File: config.mk
export PLATFORM = sky130hd
export DESIGN_NAME = bounded_ordered_list
export DESIGN_NICKNAME = d
export VERILOG_FILES = /design/src/hw/rtl/bol_pkg.sv /design/src/hw/rtl/bol_cell.sv /design/src/hw/rtl/bounded_ordered_list.sv
export SDC_FILE = /design/constraint.sdc
export NUM_CORES = 2
export LEC_CHECK = 0
export BUFFER_PORTS_ARGS = -buffer_cell sky130_fd_sc_hd__buf_2
export CORE_MARGIN = 2
export CORE_UTILIZATION = 40
export CTS_CLUSTER_DIAMETER = 40
export DETAILED_ROUTE_END_ITERATION = 8
export SYNTH_ARGS = -nofsm -noshare
export SYNTH_HDL_FRONTEND = slang
export SYNTH_SLANG_ARGS = --single-unit
File: constraint.sdc
create_clock -name clk -period 10.2 [get_ports clk]
set_input_delay 2.04 -clock clk [delete_from_list [all_inputs] [get_ports clk]]
set_output_delay 2.04 -clock clk [all_outputs]
set_load 0.005 [all_outputs]
File: src/hw/rtl/bol_pkg.sv
// Shared definitions for the bounded ordered list: command codes, field widths
// and the control word broadcast along the cell row.
// No dependencies.
package bol_pkg;

  localparam int CAPACITY_DEF = 16;
  localparam int CMD_W        = 4;
  localparam int POS_W        = 5;
  localparam int VAL_W        = 32;
  localparam int CNT_W        = 5;
  localparam int GRP          = 8;  // match bits examined per scan cycle

  typedef enum logic [CMD_W-1:0] {
    CMD_PUSH_FRONT = 4'd0,
    CMD_PUSH_BACK  = 4'd1,
    CMD_INSERT     = 4'd2,
    CMD_POP_FRONT  = 4'd3,
    CMD_POP_BACK   = 4'd4,
    CMD_ERASE      = 4'd5,
    CMD_REMOVE     = 4'd6,
    CMD_READ       = 4'd7,
    CMD_CONTAINS   = 4'd8,
    CMD_CLEAR      = 4'd9
  } cmd_t;

  typedef struct packed {
    logic ins;  // open a gap at pos and write the new word there
    logic del;  // close the gap at pos
  } cell_ctl_t;

endpackage

File: src/hw/rtl/bol_cell.sv
// One slot of the list: holds a single word, shifts toward either neighbor,
// and reports an equality match always, and its word only when addressed.
// Depends on bol_pkg.
module bol_cell #(
  parameter int IW  = 4,
  parameter int IDX = 0
) (
  input  logic                               clk,
  input  bol_pkg::cell_ctl_t                 ctl,
  input  logic [IW-1:0]                      pos,
  input  logic signed [bol_pkg::VAL_W-1:0]   wr_value,
  input  logic signed [bol_pkg::VAL_W-1:0]   left_value,
  input  logic signed [bol_pkg::VAL_W-1:0]   right_value,
  input  logic signed [bol_pkg::VAL_W-1:0]   key,
  output logic signed [bol_pkg::VAL_W-1:0]   value,
  output logic                               match,
  output logic signed [bol_pkg::VAL_W-1:0]   sel_value
);
  import bol_pkg::*;

  localparam logic [IW-1:0] MY_IDX = IW'(IDX);

  logic signed [VAL_W-1:0] value_r;
  logic signed [VAL_W-1:0] value_nxt;
  logic                    at_pos;
  logic                    above_pos;

  assign at_pos    = (pos == MY_IDX);
  assign above_pos = (MY_IDX > pos);

  always_comb begin
    value_nxt = value_r;
    if (ctl.ins) begin
      if (at_pos) begin
        value_nxt = wr_value;
      end else if (above_pos) begin
        value_nxt = left_value;
      end
    end else if (ctl.del && (at_pos || above_pos)) begin
      value_nxt = right_value;
    end
  end

  always_ff @(posedge clk) begin
    value_r <= value_nxt;
  end

  assign value     = value_r;
  assign match     = (value_r == key);
  assign sel_value = at_pos ? value_r : '0;

endmodule

File: src/hw/rtl/bounded_ordered_list.sv
// Top level of the bounded ordered list: a row of bol_cell slots, the command
// decoder, the first-match scan and the output word register.
// Depends on bol_pkg and bol_cell.
//
//   channel  direction  handshake          payload
//   in       sink       in_valid/in_stall  in_cmd, in_position, in_item_value
//   out      source     out_valid/out_stall out_ok, out_read_value, out_count
//
// Push, insert, pop, erase, read, clear and unknown commands finish in ST_IDLE,
// registering their result word directly; all slots shift in parallel.
// Remove and contains: the match vector is captured into hit_r, then scanned
// 8 slots per cycle for the lowest hit; ST_DONE writes the result once out is free.
// Reset clears the count and control; slot contents are not cleared.
// A word waits in the output register while out_stall is high; a new word is
// taken in the same cycle the previous result leaves.
module bounded_ordered_list #(
  parameter int CAPACITY = bol_pkg::CAPACITY_DEF
) (
  input  logic                               clk,
  input  logic                               rst_n,
  input  logic                               in_valid,
  output logic                               in_stall,
  input  logic [bol_pkg::CMD_W-1:0]          in_cmd,
  input  logic [bol_pkg::POS_W-1:0]          in_position,
  input  logic signed [bol_pkg::VAL_W-1:0]   in_item_value,
  output logic                               out_valid,
  input  logic                               out_stall,
  output logic                               out_ok,
  output logic signed [bol_pkg::VAL_W-1:0]   out_read_value,
  output logic [bol_pkg::CNT_W-1:0]          out_count
);
  import bol_pkg::*;

  localparam int IW   = (CAPACITY > 1) ? $clog2(CAPACITY) : 1;
  localparam int LW   = $clog2(CAPACITY + 1);
  localparam int CW   = (LW > POS_W) ? LW : POS_W;
  localparam int NGRP = (CAPACITY + GRP - 1) / GRP;
  localparam int GW   = (NGRP > 1) ? $clog2(NGRP) : 1;
  localparam int HW   = NGRP * GRP;
  localparam int PW   = $clog2(GRP);

  typedef enum logic [1:0] {ST_IDLE, ST_SCAN, ST_DONE} state_t;

  state_t                  state_r, state_nxt;
  logic [LW-1:0]           len_r, len_nxt;
  logic                    out_valid_r, out_valid_nxt;
  logic                    out_ok_r, out_ok_nxt;
  logic signed [VAL_W-1:0] out_rv_r, out_rv_nxt;
  logic [CNT_W-1:0]        out_cnt_r, out_cnt_nxt;
  logic [HW-1:0]           hit_r, hit_nxt;
  logic [GW-1:0]           grp_r, grp_nxt;
  logic                    found_r, found_nxt;
  logic [IW-1:0]           fidx_r, fidx_nxt;
  logic                    remove_r, remove_nxt;

  logic signed [VAL_W-1:0] cell_val [CAPACITY];
  logic signed [VAL_W-1:0] cell_sel [CAPACITY];
  logic [CAPACITY-1:0]     cell_hit;
  logic [HW-1:0]           hits_now;
  logic signed [VAL_W-1:0] rd_value;
  cell_ctl_t               ctl;
  logic [IW-1:0]           p_sel;
  logic                    out_free;
  logic                    in_fire;
  logic [GRP-1:0]          grp_bits;

  assign out_free = !out_valid_r || !out_stall;
  assign in_stall = (state_r != ST_IDLE) || !out_free;
  assign in_fire  = in_valid && !in_stall;

  // Slot row
  for (genvar i = 0; i < CAPACITY; i++) begin : g_cell
    logic signed [VAL_W-1:0] left_v;
    logic signed [VAL_W-1:0] right_v;
    if (i == 0) begin : g_first
      assign left_v = in_item_value;
    end else begin : g_mid_l
      assign left_v = cell_val[i-1];
    end
    if (i == CAPACITY - 1) begin : g_last
      assign right_v = cell_val[i];
    end else begin : g_mid_r
      assign right_v = cell_val[i+1];
    end
    bol_cell #(.IW(IW), .IDX(i)) u_cell (
      .clk        (clk),
      .ctl        (ctl),
      .pos        (p_sel),
      .wr_value   (in_item_value),
      .left_value (left_v),
      .right_value(right_v),
      .key        (in_item_value),
      .value      (cell_val[i]),
      .match      (cell_hit[i]),
      .sel_value  (cell_sel[i])
    );
    assign hits_now[i] = cell_hit[i] && (LW'(i) < len_r);
  end

  if (HW > CAPACITY) begin : g_pad
    assign hits_now[HW-1:CAPACITY] = '0;
  end

  always_comb begin
    rd_value = '0;
    for (int i = 0; i < CAPACITY; i++) begin
      rd_value = rd_value | cell_sel[i];
    end
  end

  // Slot address for the current command
  always_comb begin
    p_sel = '0;
    if (state_r == ST_DONE) begin
      p_sel = fidx_r;
    end else begin
      case (cmd_t'(in_cmd))
        CMD_PUSH_BACK: p_sel = IW'(len_r);
        CMD_POP_BACK:  p_sel = IW'(len_r - 1'b1);
        CMD_INSERT, CMD_ERASE, CMD_READ: p_sel = IW'(in_position);
        default:       p_sel = '0;
      endcase
    end
  end

  assign grp_bits = hit_r[grp_r*GRP +: GRP];

  always_comb begin
    logic             full;
    logic             empty;
    logic [CW-1:0]    pos_c;
    logic [CW-1:0]    len_c;
    logic             ok_v;
    logic signed [VAL_W-1:0] rv_v;
    logic [LW-1:0]    len_v;
    logic             go_scan;
    logic [PW-1:0]    pe;

    full    = (len_r == LW'(CAPACITY));
    empty   = (len_r == '0);
    pos_c   = CW'(in_position);
    len_c   = CW'(len_r);
    ok_v    = 1'b0;
    rv_v    = '0;
    len_v   = len_r;
    go_scan = 1'b0;
    pe      = '0;

    state_nxt     = state_r;
    len_nxt       = len_r;
    out_valid_nxt = out_valid_r && out_stall;
    out_ok_nxt    = out_ok_r;
    out_rv_nxt    = out_rv_r;
    out_cnt_nxt   = out_cnt_r;
    hit_nxt       = hit_r;
    grp_nxt       = grp_r;
    found_nxt     = found_r;
    fidx_nxt      = fidx_r;
    remove_nxt    = remove_r;
    ctl           = '0;

    case (state_r)
      ST_IDLE: begin
        if (in_fire) begin
          case (cmd_t'(in_cmd))
            CMD_PUSH_FRONT, CMD_PUSH_BACK: begin
              if (!full) begin
                ok_v    = 1'b1;
                ctl.ins = 1'b1;
                len_v   = LW'(len_r + 1'b1);
              end
            end
            CMD_INSERT: begin
              if (!full && (pos_c <= len_c)) begin
                ok_v    = 1'b1;
                ctl.ins = 1'b1;
                len_v   = LW'(len_r + 1'b1);
              end
            end
            CMD_POP_FRONT, CMD_POP_BACK: begin
              if (!empty) begin
                ok_v    = 1'b1;
                ctl.del = 1'b1;
                rv_v    = rd_value;
                len_v   = LW'(len_r - 1'b1);
              end
            end
            CMD_ERASE: begin
              if (pos_c < len_c) begin
                ok_v    = 1'b1;
                ctl.del = 1'b1;
                len_v   = LW'(len_r - 1'b1);
              end
            end
            CMD_READ: begin
              if (pos_c < len_c) begin
                ok_v = 1'b1;
                rv_v = rd_value;
              end
            end
            CMD_REMOVE, CMD_CONTAINS: begin
              go_scan = 1'b1;
            end
            CMD_CLEAR: begin
              ok_v  = 1'b1;
              len_v = '0;
            end
            default: begin
              ok_v = 1'b0;
            end
          endcase
          if (go_scan) begin
            state_nxt  = ST_SCAN;
            hit_nxt    = hits_now;
            grp_nxt    = '0;
            remove_nxt = (cmd_t'(in_cmd) == CMD_REMOVE);
          end else begin
            len_nxt       = len_v;
            out_valid_nxt = 1'b1;
            out_ok_nxt    = ok_v;
            out_rv_nxt    = rv_v;
            out_cnt_nxt   = CNT_W'(len_v);
          end
        end
      end
      ST_SCAN: begin
        for (int k = GRP - 1; k >= 0; k--) begin
          if (grp_bits[k]) begin
            pe = PW'(k);
          end
        end
        if (|grp_bits) begin
          found_nxt = 1'b1;
          fidx_nxt  = IW'({grp_r, pe});
          state_nxt = ST_DONE;
        end else if (grp_r == GW'(NGRP - 1)) begin
          found_nxt = 1'b0;
          state_nxt = ST_DONE;
        end else begin
          grp_nxt = GW'(grp_r + 1'b1);
        end
      end
      ST_DONE: begin
        if (out_free) begin
          if (found_r && remove_r) begin
            ctl.del = 1'b1;
            len_v   = LW'(len_r - 1'b1);
          end
          len_nxt       = len_v;
          out_valid_nxt = 1'b1;
          out_ok_nxt    = found_r;
          out_rv_nxt    = '0;
          out_cnt_nxt   = CNT_W'(len_v);
          state_nxt     = ST_IDLE;
        end
      end
      default: begin
        state_nxt = ST_IDLE;
      end
    endcase
  end

  always_ff @(posedge clk) begin
    out_ok_r  <= out_ok_nxt;
    out_rv_r  <= out_rv_nxt;
    out_cnt_r <= out_cnt_nxt;
    hit_r     <= hit_nxt;
    grp_r     <= grp_nxt;
    found_r   <= found_nxt;
    fidx_r    <= fidx_nxt;
    remove_r  <= remove_nxt;
    if (!rst_n) begin
      state_r     <= ST_IDLE;
      len_r       <= '0;
      out_valid_r <= 1'b0;
    end else begin
      state_r     <= state_nxt;
      len_r       <= len_nxt;
      out_valid_r <= out_valid_nxt;
    end
  end

  assign out_valid      = out_valid_r;
  assign out_ok         = out_ok_r;
  assign out_read_value = out_rv_r;
  assign out_count      = out_cnt_r;

endmodule

=== Word level (Yosys, flattened, before mapping) ===
Index checks and enable logic that the tools add are counted.
Widths: inputs -> output; s select.

* Register bits after elaboration: 581
* Input bits: 45
* Output and inout port bits: 40
* Word-level logic and storage cells: 397

* Add/sub/neg operators: 3
* Magnitude comparators: 34
* Eq/ne operators: 64
* Shift operators: 1
* Muxes and demuxes: 139
* Bitwise operators: 15
* Reduce and logical (&&, ||, !) cells: 111

{| class="wikitable"
|+ Operators with widths
! kind !! count
|-
| $mux 32 || 83
|-
| $eq 32x32->1 || 16
|-
| $or 32x32->32 || 15
|-
| $pmux 32 s2 || 2
|-
| $ne 3x1->1 const B || 15
|-
| $eq 4x4->1 const B || 10
|-
| $lt 4x5->1 const A || 8
|-
| $mux 5 || 8
|-
| $reduce_bool 2->1 || 20
|-
| $reduce_and 2->1 || 18
|-
| $logic_and 1x1->1 || 35
|-
| $eq 4x3->1 const B || 8
|-
| $gt 4x4->1 const A || 8
|-
| $pmux 5 s5 || 1
|-
| $mux 1 || 22
|-
| $lt 3x5->1 const A || 4
|-
| $logic_or 1x1->1 || 17
|-
| $eq 4x2->1 const B || 4
|-
| $gt 3x4->1 const A || 4
|-
| $mux 2 || 8
|-
| $shiftx 16x5->8 || 1
|-
| $mux 3 || 4
|-
| $pmux 1 s2 || 6
|-
| $pmux 4 s3 || 1
|-
| 29 further kinds || 49
|}

=== Longest topological paths before layout ===
* Depth after elaboration: 26
* Gate-level depth with buffers: 15

=== By module ===
Synthesis repeated with hierarchy kept, for this count alone.

* Cell total of the unflattened synthesis: 4200
* Area, all modules: 40576.4 µm²

{| class="wikitable"
|+ By module, submodules not included
! module !! instances !! cells an instance !! area each (µm²)
|-
| bol_cell (g_cell[12].u_cell ...) || 3 || 221 || 2244.7
|-
| bounded_ordered_list || 1 || 532 || 4885.9
|-
| bol_cell (g_cell[11].u_cell ...) || 2 || 256 || 2210.9
|-
| bol_cell (g_cell[2].u_cell) || 1 || 220 || 2253.4
|-
| bol_cell (g_cell[1].u_cell) || 1 || 220 || 2250.9
|-
| bol_cell (g_cell[10].u_cell) || 1 || 221 || 2247.2
|-
| bol_cell (g_cell[3].u_cell) || 1 || 221 || 2243.4
|-
| bol_cell (g_cell[5].u_cell) || 1 || 220 || 2240.9
|-
| bol_cell (g_cell[4].u_cell) || 1 || 220 || 2227.1
|-
| bol_cell (g_cell[8].u_cell) || 1 || 221 || 2224.6
|-
| bol_cell (g_cell[14].u_cell) || 1 || 220 || 2222.1
|-
| bol_cell (g_cell[0].u_cell) || 1 || 219 || 2220.9
|-
| bol_cell (g_cell[7].u_cell) || 1 || 256 || 2209.6
|-
| bol_cell (g_cell[15].u_cell) || 1 || 255 || 2194.6
|}

=== Worst setup path before layout ===
OpenSTA, ideal clock, no wires.

* Kind: input to register
* From: input in_cmd[2] in the netlist's numbering
* To: register g_cell[1].u_cell.value_r[0], enable pin
* Setup time: 461 ps
* Data arrival time: 5978 ps
* Setup slack: 3761 ps
* Stages: 9
* Path buffers: 3
* Path through: buf_2 -> buf_2 -> xor2_1 -> o2111a_1 -> o311a_4 -> nor2_1 -> clkbuf_1 -> o21ai_0 -> nor3_1

* Word-level cells in the longest chain between the ends: 9
* Elaborated cells between the ends (all ways): 24

{| class="wikitable"
|+ RTL lines
! element !! RTL line !! source
|-
| from (decl) || bounded_ordered_list.sv:23 || <nowiki>input logic [bol_pkg::CMD_W-1:0] in_cmd,</nowiki>
|-
| $eq 4x3->1, or another cell as far along || bounded_ordered_list.sv:117 || <nowiki>case (cmd_t'(in_cmd))</nowiki>
|-
| $reduce_or 3->1 || bounded_ordered_list.sv:117 ||
|-
| $pmux 4 s3 || bounded_ordered_list.sv:117 ||
|-
| $mux 4 || bounded_ordered_list.sv:114 || <nowiki>if (state_r == ST_DONE) begin</nowiki>
|-
| $gt 1x4->1 or $eq 4x1->1 (tied branches) || bol_cell.sv:29, bol_cell.sv:28 ||
|-
| $logic_or 1x1->1 || bol_cell.sv:39 || <nowiki>end else if (ctl.del && (at_pos || above_pos)) begin</nowiki>
|-
| $logic_and 1x1->1 || bol_cell.sv:39 ||
|-
| $reduce_bool 2->1 (no line) || n/a ||
|-
| $reduce_and 2->1 (no line) * || n/a ||
|-
| to (signal assigned) || bol_cell.sv:45 || <nowiki>value_r <= value_nxt;</nowiki>
|-
| to (decl) || bol_cell.sv:23 || <nowiki>logic signed [VAL_W-1:0] value_r;</nowiki>
|}

Every way passes the cells marked *; elsewhere a longest branch is shown, timed or not.
A chain may end at the register's enable or synchronous reset.

=== Worst setup path in the final report ===
* From: input in_cmd[2] in the netlist's numbering
* To: register out_rv_r[4], in the netlist out_read_value[4] (data pin)

* Word-level cells in the longest chain between the ends: 26
* Elaborated cells between the ends (all ways): 63

{| class="wikitable"
|+ RTL lines
! element !! RTL line !! source
|-
| $eq 4x3->1, or another cell as far along || bounded_ordered_list.sv:117, bounded_ordered_list.sv:165 ||
|-
| $reduce_or 3->1 || bounded_ordered_list.sv:117 ||
|-
| $pmux 4 s3 || bounded_ordered_list.sv:117 ||
|-
| $mux 4 || bounded_ordered_list.sv:114 ||
|-
| $eq 4x1->1 or $logic_not 4->1 (tied branches) || bol_cell.sv:28 || <nowiki>assign at_pos = (pos == MY_IDX);</nowiki>
|-
| $mux 32 || bol_cell.sv:50 || <nowiki>assign sel_value = at_pos ? value_r : '0;</nowiki>
|-
| $or 32x32->32 (15 in a row) || bounded_ordered_list.sv:107 || <nowiki>rd_value = rd_value | cell_sel[i];</nowiki>
|-
| $mux 32, on equally long branches || bounded_ordered_list.sv:196, bounded_ordered_list.sv:181 ||
|-
| $pmux 32 s2 * || bounded_ordered_list.sv:165 || <nowiki>case (cmd_t'(in_cmd))</nowiki>
|-
| $mux 32 * || bounded_ordered_list.sv:212 || <nowiki>if (go_scan) begin</nowiki>
|-
| $mux 32 * || bounded_ordered_list.sv:164 || <nowiki>if (in_fire) begin</nowiki>
|-
| $pmux 32 s2 * || bounded_ordered_list.sv:162 || <nowiki>case (state_r)</nowiki>
|-
| to (signal assigned) || bounded_ordered_list.sv:265 || <nowiki>out_rv_r <= out_rv_nxt;</nowiki>
|-
| to (decl) || bounded_ordered_list.sv:48 || <nowiki>logic signed [VAL_W-1:0] out_rv_r, out_rv_nxt;</nowiki>
|}

Every way passes the cells marked *; elsewhere a longest branch is shown, timed or not. The select of a mux whose other input is x is not followed.

==> impl_metrics.json <==
{
  "setup_viol": 0,
  "die_area_sq_um": 97330,
  "worst_ep_required_time_ps": 10590,
  "status": "finished, violations left",
  "violations": "design-rule violations",
  "vdd_ir_drop_max_mv": 0.1463,
  "gp_congestion": 1.062,
  "synth-simple-area-share_pct": 19.02,
  "drtAntennaViolNets": 0,
  "grt_pass1_wl_microns": 254300,
  "start_util_pct": 40.53,
  "post_cts_resize_count": 0,
  "grtUsageTotal_pct": 36.47,
  "hp-class": "flip-flop to flip-flop",
  "synth-async-reset-ratio_pct": 0,
  "power_density_nw_per_um2": 179.3,
  "post-synth-top-count-cell": "nand2_1",
  "hpwl_microns": 130400,
  "synth_edf_count": 573,
  "cts_tree": "built",
  "clkSinkCount": 581,
  "setup.worst_path.class": "input port to flip-flop",
  "crit_path_start": "in_cmd[2]",
  "crit_family": "compound AO/OA/AOI/OAI gates",
  "worst_clock_skew_ps": 32.87,
  "crit_fanout": 35,
  "synth_fp_nets": 4241,
  "cp-start-kind": "input port",
  "rsz0062_at_grt": "no",
  "hp-start": "state_r[1]",
  "ys_warn_count": 0,
  "wire_per_inst_microns": 33.72,
  "fin_cells": 5435,
  "timing.critical_path.mode_cell": "buf_4",
  "die_height_microns": 312.0,
  "synth_top_area_share_pct": 45.35,
  "cts_made_buffers": 108,
  "synth_top_family_by_area": "simple AND/OR/NAND/NOR gates",
  "drt_iter0_markers": 7255,
  "maxCapViolCount": 0,
  "path_cells": "buf_2 > and3b_1 > o311ai_1 > and3_1 > buf_4 > nor2_1 > buf_4 > and2_2 > a222oi_1 > and4b_1 > a31oi_1",
  "post-cts-setup-buffers": 0,
  "synth_cells": 4188,
  "synth_fa_ha_area_share_pct": 0.2638,
  "finalSetupTns_ps": 0,
  "ys_seq_elements": 581,
  "synth_xor_area_share_pct": 11.89,
  "r2r_start": "len_r[1]",
  "placed_area_sq_um": 39350,
  "slew_viol_final": 0,
  "grt_max_degree": 144,
  "worst_pin_slew_ps": 1442,
  "synth_area_leaders": "edfxtp_1 (45%), nand2_1 (8.9%), a31oi_1 (7.4%)",
  "clkTransAtPathRegs_ps": 60,
  "insertion_delay_ps": 710,
  "placementRows": 112,
  "fillers": 9038,
  "final.period_utilization_pct": 57.36,
  "syn_area_per_cell_sq_um": 9.059,
  "cts_buffer_depth": 3,
  "pin_count": 85,
  "fin_util_pct": 46.14,
  "final_layout_size_suffix_gt1_share_pct": 11.94,
  "vias_per_cell": 6.604,
  "die_width_microns": 312.0,
  "yosys.area.top_type": "edfxtp_1",
  "critPathBufInv": 3,
  "ys_seq_area_share_pct": 45.77,
  "hold_viol": 0,
  "synth_compound_area_share_pct": 15.27,
  "firstDrtPassIters": 9,
  "antenna_found_initial": 9,
  "ys_types": 80,
  "p_leak_nw": 14.75,
  "num-nets-final": 4141,
  "grt_pass1_vias": 32418,
  "clock.fmax_mhz": 170.9,
  "area_growth_pct": 13.83,
  "place_inst": 5232,
  "design_area_sq_um": 43190,
  "port_buffers": 84,
  "htreeDepth": 3,
  "cpMaxStageDelayCell": "a222oi_1",
  "design.core.area_sq_um": 93610,
  "relSlewSlack_pct": 2.832,
  "synth_area_sq_um": 37940,
  "grt_overflow_total": 0,
  "slowest_delay_ps": 980,
  "routed_wirelength_microns": 183300,
  "synth.area.mux_share_pct": 3.328,
  "cts-root-buf": "clkbuf_16",
  "num_vias": 35895,
  "cp-end-kind": "flip-flop",
  "crit_arrival_ps": 6240,
  "ys_top_cells_by_count": "nand2_1 (903), edfxtp_1 (573), nor2_1 (507), a31oi_1 (449), xor2_1 (311)",
  "fin_crit_ps": 5851,
  "ys.flop_type": "edfxtp_1",
  "postCtsHoldBufs": 0,
  "drcViolationCount": 6
}
## layout make-up
| cell class | instances | area, sq um | share of cell area [%] |
|---|---|---|---|
| Clock inverter | 87 | 1095 | 2.535 |
| Antenna cell | 1 | 2.502 | 0.005794 |
| Clock buffer | 115 | 2739 | 6.342 |
| Timing Repair Buffer | 186 | 1236 | 2.862 |
| Tap cell | 1254 | 1569 | 3.633 |
| Sequential cell | 581 | 17370 | 40.21 |
| Inverter | 17 | 63.81 | 0.1478 |
| Multi-Input combinational cell | 3194 | 19120 | 44.26 |
## state kept, by name, indices dropped and copies added (netlist names), 2 cells and up
name	cells
len_r	5
state_r	2
out_read_value	32
fidx_r	4
out_count	5
hit_r	16
g_cell.u_cell.value	512
## where the power goes
part | internal [mW] | leakage (nW) | switching, mW
Combinational | 0.278 | 7.60 | 0.690
Clock | 2.47 | 1.84 | 1.39
Sequential | 2.75 | 5.31 | 0.173
Total | 5.50 | 14.7 | 2.25
## worst register-to-register path, delay by kind of cell (launching register included)
kind / cells / cell delay [ps]
simple gates: 5 / 1460
buf+inv: 3 / 820
flops: 1 / 590
fa+ha+maj: 1 / 360
compound gates: 3 / 1790
## logic make-up (layout without fill, tap and decap cells)
group,count (synthesis),count (layout)
XOR/XNOR,515,515
AND/OR/NAND/NOR,1715,1715
other,0,1
flip-flops,581,581
buffers and inverters,413,405
multiplexers,117,117
adder cells (fa/ha/maj),8,8
AO/OA/AOI/OAI,839,839
## stage by stage
| stage | setup slack, ps | hold WS [ps] | total power [mW] |
|---|---|---|---|
| floorplan | 3761 | 473.7 | 3.434 |
| global placement | 3905 | 530.6 | 3.867 |
| detailed placement | 3913 | 524.5 | 3.875 |
| CTS | 4607 | 535.0 | 7.686 |
| global route | 4321 | 575.5 | 7.876 |
| finish | 4349 | 548.9 | 7.745 |
## worst paths after layout
| path | to | slack, ps | depth (start not counted) |
|---|---|---|---|
| worst max-delay path | out_read_value[4] | 4350 | 11 |
| worst min register to register | state_r[0] | 550 | 1 |
| worst min-delay path | state_r[0] | 550 | 1 |
| worst max register to register | out_read_value[4] | 4890 | 12 |
## cell usage in the layout (no fill, tap or decap), drive strengths merged, types with 51 or more instances in the layout
master	Yosys	final
mux2	73	73
xor2	311	311
clkbuf	277	115
a22o	51	51
nand2	904	904
edfxtp	573	573
nand4	66	66
nor4	94	94
buf	119	186
a21oi	97	97
xnor2	204	204
a22oi	54	54
nor2	515	515
a31oi	449	449
## layer usage
| metal | vias to the layer above | wire length, microns | GRT usage, % |
|---|---|---|---|
| met2 | 3123 | 72710 | 49.73 |
| met4 | 8 | 13150 | 21.41 |
| met3 | 527 | 29330 | 14.08 |
| li1 | 14971 | - | - |
| met5 | - | 54 | 0 |
| met1 | 17266 | 68030 | 48.75 |
Power figures use the tool's default switching activity.
